===== src/rtl/nwni_pkg.sv =====
// Package for the nearest waypoint search block.
// Holds the input and result word types, function codes and the
// command and status bundles between controller and datapath.
package nwni_pkg;

    // Fixed field widths of the channel words
    localparam int FIELD_W = 24;
    localparam int SLOT_W  = 10;
    localparam int CNT_W   = 11;

    // Function codes of an input word
    localparam logic FUNC_LOAD  = 1'b0;
    localparam logic FUNC_QUERY = 1'b1;

    typedef struct packed {
        logic                      func;
        logic [SLOT_W-1:0]         wp_index;
        logic signed [FIELD_W-1:0] wp_x;
        logic signed [FIELD_W-1:0] wp_y;
        logic signed [FIELD_W-1:0] pos_x;
        logic signed [FIELD_W-1:0] pos_y;
    } t_in_word;

    typedef struct packed {
        logic                      found;
        logic [SLOT_W-1:0]         target_index;
        logic signed [FIELD_W-1:0] target_x;
        logic signed [FIELD_W-1:0] target_y;
    } t_out_word;

    // Controller to datapath commands
    typedef struct packed {
        logic load_wr;      // write the input word's waypoint into the table
        logic query_start;  // capture the query position
        logic scan_rd;      // read the table at the scan address
        logic scan_first;   // this read is entry zero
        logic fetch;        // read the target entry
        logic out_load;     // load the result register
        logic out_found;    // result carries a waypoint
    } t_dp_cmd;

    // Datapath to controller status
    typedef struct packed {
        logic pipe_busy;    // distance pipeline still holds entries
    } t_dp_stat;

endpackage


===== src/rtl/nwni_ctrl.sv =====
// Controller of the nearest waypoint search: state machine, count register,
// scan counter and output valid. Depends on nwni_pkg.
module nwni_ctrl #(
    parameter int MAX_WAYPOINTS = 1024,
    localparam int IW = $clog2(MAX_WAYPOINTS),
    localparam int CW = IW + 1
) (
    input  logic                      i_clk,
    input  logic                      i_rst_n,
    input  logic                      i_cfg_we,
    input  logic [nwni_pkg::CNT_W-1:0] i_cfg_wdata,
    input  logic                      i_in_valid,
    input  logic                      i_in_func,
    output logic                      o_in_ready,
    input  logic                      i_out_ready,
    output logic                      o_out_valid,
    output nwni_pkg::t_dp_cmd         o_cmd,
    input  nwni_pkg::t_dp_stat        i_stat,
    output logic [IW-1:0]             o_scan_addr,
    output logic [CW-1:0]             o_count
);
    import nwni_pkg::*;

    localparam logic [2:0] S_IDLE  = 3'd0;
    localparam logic [2:0] S_SCAN  = 3'd1;
    localparam logic [2:0] S_DRAIN = 3'd2;
    localparam logic [2:0] S_FETCH = 3'd3;
    localparam logic [2:0] S_OUT   = 3'd4;

    logic [2:0]       r_state, n_state;
    logic [CNT_W-1:0] r_waypoint_count;
    logic [IW-1:0]    r_addr, n_addr;
    logic [CW-1:0]    r_n, n_n;
    logic             r_empty, n_empty;
    logic             r_out_valid, n_out_valid;
    logic [CW-1:0]    count_eff;
    logic             in_acc;
    logic             out_free;
    logic [CW-1:0]    last_addr;

    // Clamp the count register to the table depth
    assign count_eff = (32'(r_waypoint_count) > MAX_WAYPOINTS) ? CW'(MAX_WAYPOINTS)
                                                               : CW'(r_waypoint_count);

    assign o_in_ready = (r_state == S_IDLE);
    assign in_acc     = i_in_valid && o_in_ready;
    assign out_free   = !r_out_valid || i_out_ready;
    assign last_addr  = r_n - 1'b1;

    // Next state and commands
    always_comb begin
        n_state     = r_state;
        n_addr      = r_addr;
        n_n         = r_n;
        n_empty     = r_empty;
        n_out_valid = r_out_valid;
        o_cmd       = '0;
        if (r_out_valid && i_out_ready) begin
            n_out_valid = 1'b0;
        end
        unique case (r_state)
            S_IDLE: begin
                if (in_acc) begin
                    if (i_in_func == FUNC_LOAD) begin
                        o_cmd.load_wr = 1'b1;
                    end else begin
                        o_cmd.query_start = 1'b1;
                        n_n    = count_eff;
                        n_addr = '0;
                        if (count_eff == '0) begin
                            n_empty = 1'b1;
                            n_state = S_OUT;
                        end else begin
                            n_empty = 1'b0;
                            n_state = S_SCAN;
                        end
                    end
                end
            end
            S_SCAN: begin
                o_cmd.scan_rd    = 1'b1;
                o_cmd.scan_first = (r_addr == '0);
                if (CW'(r_addr) == last_addr) begin
                    n_state = S_DRAIN;
                end else begin
                    n_addr = r_addr + 1'b1;
                end
            end
            S_DRAIN: begin
                if (!i_stat.pipe_busy) begin
                    n_state = S_FETCH;
                end
            end
            S_FETCH: begin
                o_cmd.fetch = 1'b1;
                n_state     = S_OUT;
            end
            S_OUT: begin
                if (out_free) begin
                    o_cmd.out_load  = 1'b1;
                    o_cmd.out_found = !r_empty;
                    n_out_valid     = 1'b1;
                    n_state         = S_IDLE;
                end
            end
            default: begin
                n_state = S_IDLE;
            end
        endcase
    end

    // Control registers
    always_ff @(posedge i_clk) begin
        if (!i_rst_n) begin
            r_state          <= S_IDLE;
            r_waypoint_count <= '0;
            r_addr           <= '0;
            r_n              <= '0;
            r_empty          <= 1'b0;
            r_out_valid      <= 1'b0;
        end else begin
            r_state     <= n_state;
            r_addr      <= n_addr;
            r_n         <= n_n;
            r_empty     <= n_empty;
            r_out_valid <= n_out_valid;
            if (i_cfg_we) begin
                r_waypoint_count <= i_cfg_wdata;
            end
        end
    end

    assign o_out_valid = r_out_valid;
    assign o_scan_addr = r_addr;
    assign o_count     = r_n;

endmodule


===== config.mk =====
export PLATFORM = sky130hd
export DESIGN_NAME = nwni_ctrl
export DESIGN_NICKNAME = d
export VERILOG_FILES = /design/src/rtl/nwni_pkg.sv /design/src/rtl/nwni_ctrl.sv
export SDC_FILE = /design/constraint.sdc
export NUM_CORES = 1
export LEC_CHECK = 0
export BUFFER_PORTS_ARGS = -buffer_cell sky130_fd_sc_hd__buf_2
export CORE_MARGIN = 3
export CORE_UTILIZATION = 40
export CTS_BUF_LIST = sky130_fd_sc_hd__clkbuf_4 sky130_fd_sc_hd__clkbuf_8 sky130_fd_sc_hd__clkbuf_16
export DETAILED_ROUTE_END_ITERATION = 8
export GPL_ROUTABILITY_DRIVEN = 1
export PLACE_DENSITY = 0.59
export REMOVE_ABC_BUFFERS = 1
export SETUP_SLACK_MARGIN = 0.02
export SLEW_MARGIN = 20
export SYNTH_ARGS = -nofsm -noshare
export SYNTH_HDL_FRONTEND = slang
export SYNTH_SLANG_ARGS = --single-unit

===== constraint.sdc =====
create_clock -name i_clk -period 3.1 [get_ports i_clk]
set_input_delay 0.465 -clock i_clk [delete_from_list [all_inputs] [get_ports i_clk]]
set_output_delay 0.465 -clock i_clk [all_outputs]
set_load 0.05 [all_outputs]

==> impl_metrics.py <==
metrics = {
    "yosys": {
        "synthTopCellsByArea": "dfxtp_1, mux2i_1, nor2_1",
        "synth-seq-cells": 37,
        "synth_commonest_cells": "dfxtp_1, nor2_1, mux2i_1, nand2_1, nand3_1",
        "ys_types": 60,
        "synth_top_area_share_pct": 35.9,
        "synthArstFlopShare_pct": 0,
        "ys_warn_count": 0,
        "ys.flop_type": "dfxtp_1",
        "synth.most_common_cell": "dfxtp_1",
        "seq_area_frac_synth_pct": 35.9,
        "synth_edf_count": 0,
        "syn-cell-area_um2": 2070,
        "avgSynthCellArea_um2": 8.72,
        "synth_top_area_cell": "dfxtp_1",
        "synthCells": 237,
    },
    "timing": {
        "fmax_ghz": 0.352,
        "slew_viol_final": 0,
        "min_period_ps": 2840,
        "grt_setup_unrepaired": "false",
        "fin_ws_ps": 261,
        "period_share_pct": 91.6,
        "worst_pin_slew_ps": 1040,
        "relSlewSlack_pct": 30.1,
        "setup_violations": 0,
        "final_hold_viol_count": 0,
        "fin_skew_ps": 6.73,
    },
    "floorplan": {
        "initial_core_util_pct": 42.6,
        "core_area_um2": 4850,
        "chipWidth_um": 77.9,
        "pin_count": 48,
        "die_h_um": 77.9,
        "rows": 25,
        "die_area_um2": 6060,
    },
    "run": {
        "cap_viol_max_count": 0,
    },
    "critical_path": {
        "cp_max_fo": 7,
        "critPathRequiredTime_ps": 3270,
        "cp.arrival_ps": 3010,
        "end_kind": "flip-flop",
        "setup.worst_path.start_class": "flip-flop",
        "crit_type": "flip-flop to flip-flop",
    },
    "clock_tree": {
        "cts_buffer_depth": 2,
        "clock_latency_ps": 290,
        "h-tree-depth": 2,
        "clk_pin_slew_ps": 80,
        "tritoncts": "yes",
        "cts.sinks": 37,
        "cts-root-buf": "clkbuf_8",
        "cts_buffers": 5,
    },
    "global_route": {
        "grtUsageTotal_pct": 17.9,
        "grt_pass1_vias": 1788,
        "grt-ovfl-total": 0,
        "grt_first_pass_wirelength_um": 8780,
        "grt_antenna_before_repair": 0,
        "grt_start_max_net_pins": 23,
    },
    "final_layout": {
        "syn_to_final_growth_pct": 19.6,
        "post-route-util_pct": 50.9,
        "multi_input_area_um2": 1220,
        "drive_above_1_share_pct": 26.9,
        "num_antenna_cells": 0,
        "fill_cells": 498,
        "nNetsFinal": 303,
        "final_cell_area_um2": 2470,
        "regArea_um2": 741,
    },
    "placed_design": {
        "io_buffer_count": 47,
        "gp_congestion": 0.820,
        "place_area_um2": 2320,
        "dp_hpwl_um": 3770,
        "dp_slack_ps": 152,
    },
    "pwr": {
        "cellLeakagePower_nw": 1.07,
        "ir_drop_uv": 264,
        "powerDensity_nw_per_um2": 467,
    },
    "hold_path": {
        "hp-class": "primary input to flip-flop",
    },
    "routing": {
        "routedWlPerCell_um": 14.7,
        "drtPass1Iterations": 4,
        "post-route-drc-count": 0,
        "first_iter_violations": 109,
        "drt-total-wl_um": 5150,
        "vias": 1920,
        "postRouteAntennaNets": 0,
        "via_per_inst": 5.49,
    },
    "status": {
        "status": "complete, no violations",
    },
}
## registers in the layout (all words and copies together), names as in the netlist
register and count:
r_empty 1, o_out_valid 1, r_waypoint_count 11, o_scan_addr 10, o_count 11, r_state 3
## final timing paths
check | from | endpoint | slack, ps | cells after the start
max | o_count[0] | r_state[0] | 260 | 9
min | i_cfg_wdata[6] | r_waypoint_count[6] | 400 | 3
max reg2reg | o_count[0] | r_state[0] | 260 | 9
min reg2reg | r_empty | r_empty | 500 | 2
## logic make-up (layout without fill, tap and decap cells)
logic type | Yosys count | count (layout) | share of synthesized area [%]
XOR/XNOR | 9 | 9 | 3.82
flip-flops | 37 | 37 | 35.9
adder cells (fa/ha/maj) | 3 | 3 | 1.82
AND/OR/NAND/NOR | 99 | 99 | 25.5
multiplexers | 16 | 16 | 7.75
buffers and inverters | 20 | 66 | 5.45
AO/OA/AOI/OAI | 53 | 53 | 19.8
## metrics by stage
step | power (W) | TNS [ps] | hold slack (ps) | instances
after global placement | 0.000716 | 0 | 475 | 341
after CTS | 0.00116 | 0 | 401 | 349
final | 0.00115 | 0 | 403 | 350
after global routing | 0.00121 | 0 | 402 | 350
after detailed placement | 0.000717 | 0 | 478 | 341
after floorplan | 0.000658 | -6770 | 446 | 224
## metal layers
layer,vias to the layer above,GRT usage [%],wire length (um)
met2,49,26.5,2280
li1,963,-,-
met3,6,3.83,287
met1,902,25.0,2520
met4,0,7.65,68
met5,-,0,0
## where the power goes
part / switching [W] / leakage [nW] / internal, W
clock network: 0.000178 / 0.0574 / 0.000262
logic: 0.000129 / 0.708 / 0.0000732
registers: 0.0000203 / 0.301 / 0.000491
total: 0.000327 / 1.07 / 0.000826
## timing repair
action	CTS	global route
endpoints found under the hold margin	0	0
setup buffers	0	1
hold buffers	0	0
endpoints found under the setup margin	0	9
gates resized for setup	0	1
## cell type report
type	count	share of cell area, %
Inverter	7	1.06
Timing Repair Buffer	51	11.2
Clock buffer	6	3.34
Multi-Input combinational cell	180	49.4
Tap cell	67	3.39
Clock inverter	2	1.52
Sequential cell	37	30.0
## worst max-delay path, cell delays in order, from the launching register on
cell	delay [ps]
dfxtp_1	370
inv_1	100
ha_1	280
or4b_4	550
o31ai_1	270
nand4_1	120
a311o_2	360
or3_4	380
a211oi_2	220
nor4b_1	70
## cell usage in the layout, fill, tap and decap left out, types with 2 or more instances in the layout
| cell | instances |
|---|---|
| dfxtp_1 | 37 |
| nor4_1 | 6 |
| o21ai_0 | 7 |
| nor2_1 | 25 |
| buf_4 | 3 |
| buf_2 | 47 |
| o21a_1 | 3 |
| nand2b_1 | 3 |
| a22o_1 | 7 |
| nor3_1 | 7 |
| nand4_1 | 3 |
| or3_1 | 7 |
| o211ai_1 | 2 |
| clkbuf_8 | 6 |
| xor2_1 | 4 |
| a21oi_1 | 11 |
| nand2_1 | 16 |
| nand3_1 | 13 |
| and3_1 | 3 |
| o21ba_2 | 2 |
| or2_2 | 2 |
| a211oi_2 | 2 |
| o31ai_1 | 3 |
| mux2i_1 | 16 |
| a2111o_1 | 2 |
| xnor2_1 | 5 |
| inv_1 | 7 |
| ha_1 | 3 |
No activity file was read; power rests on OpenSTA's default activity.
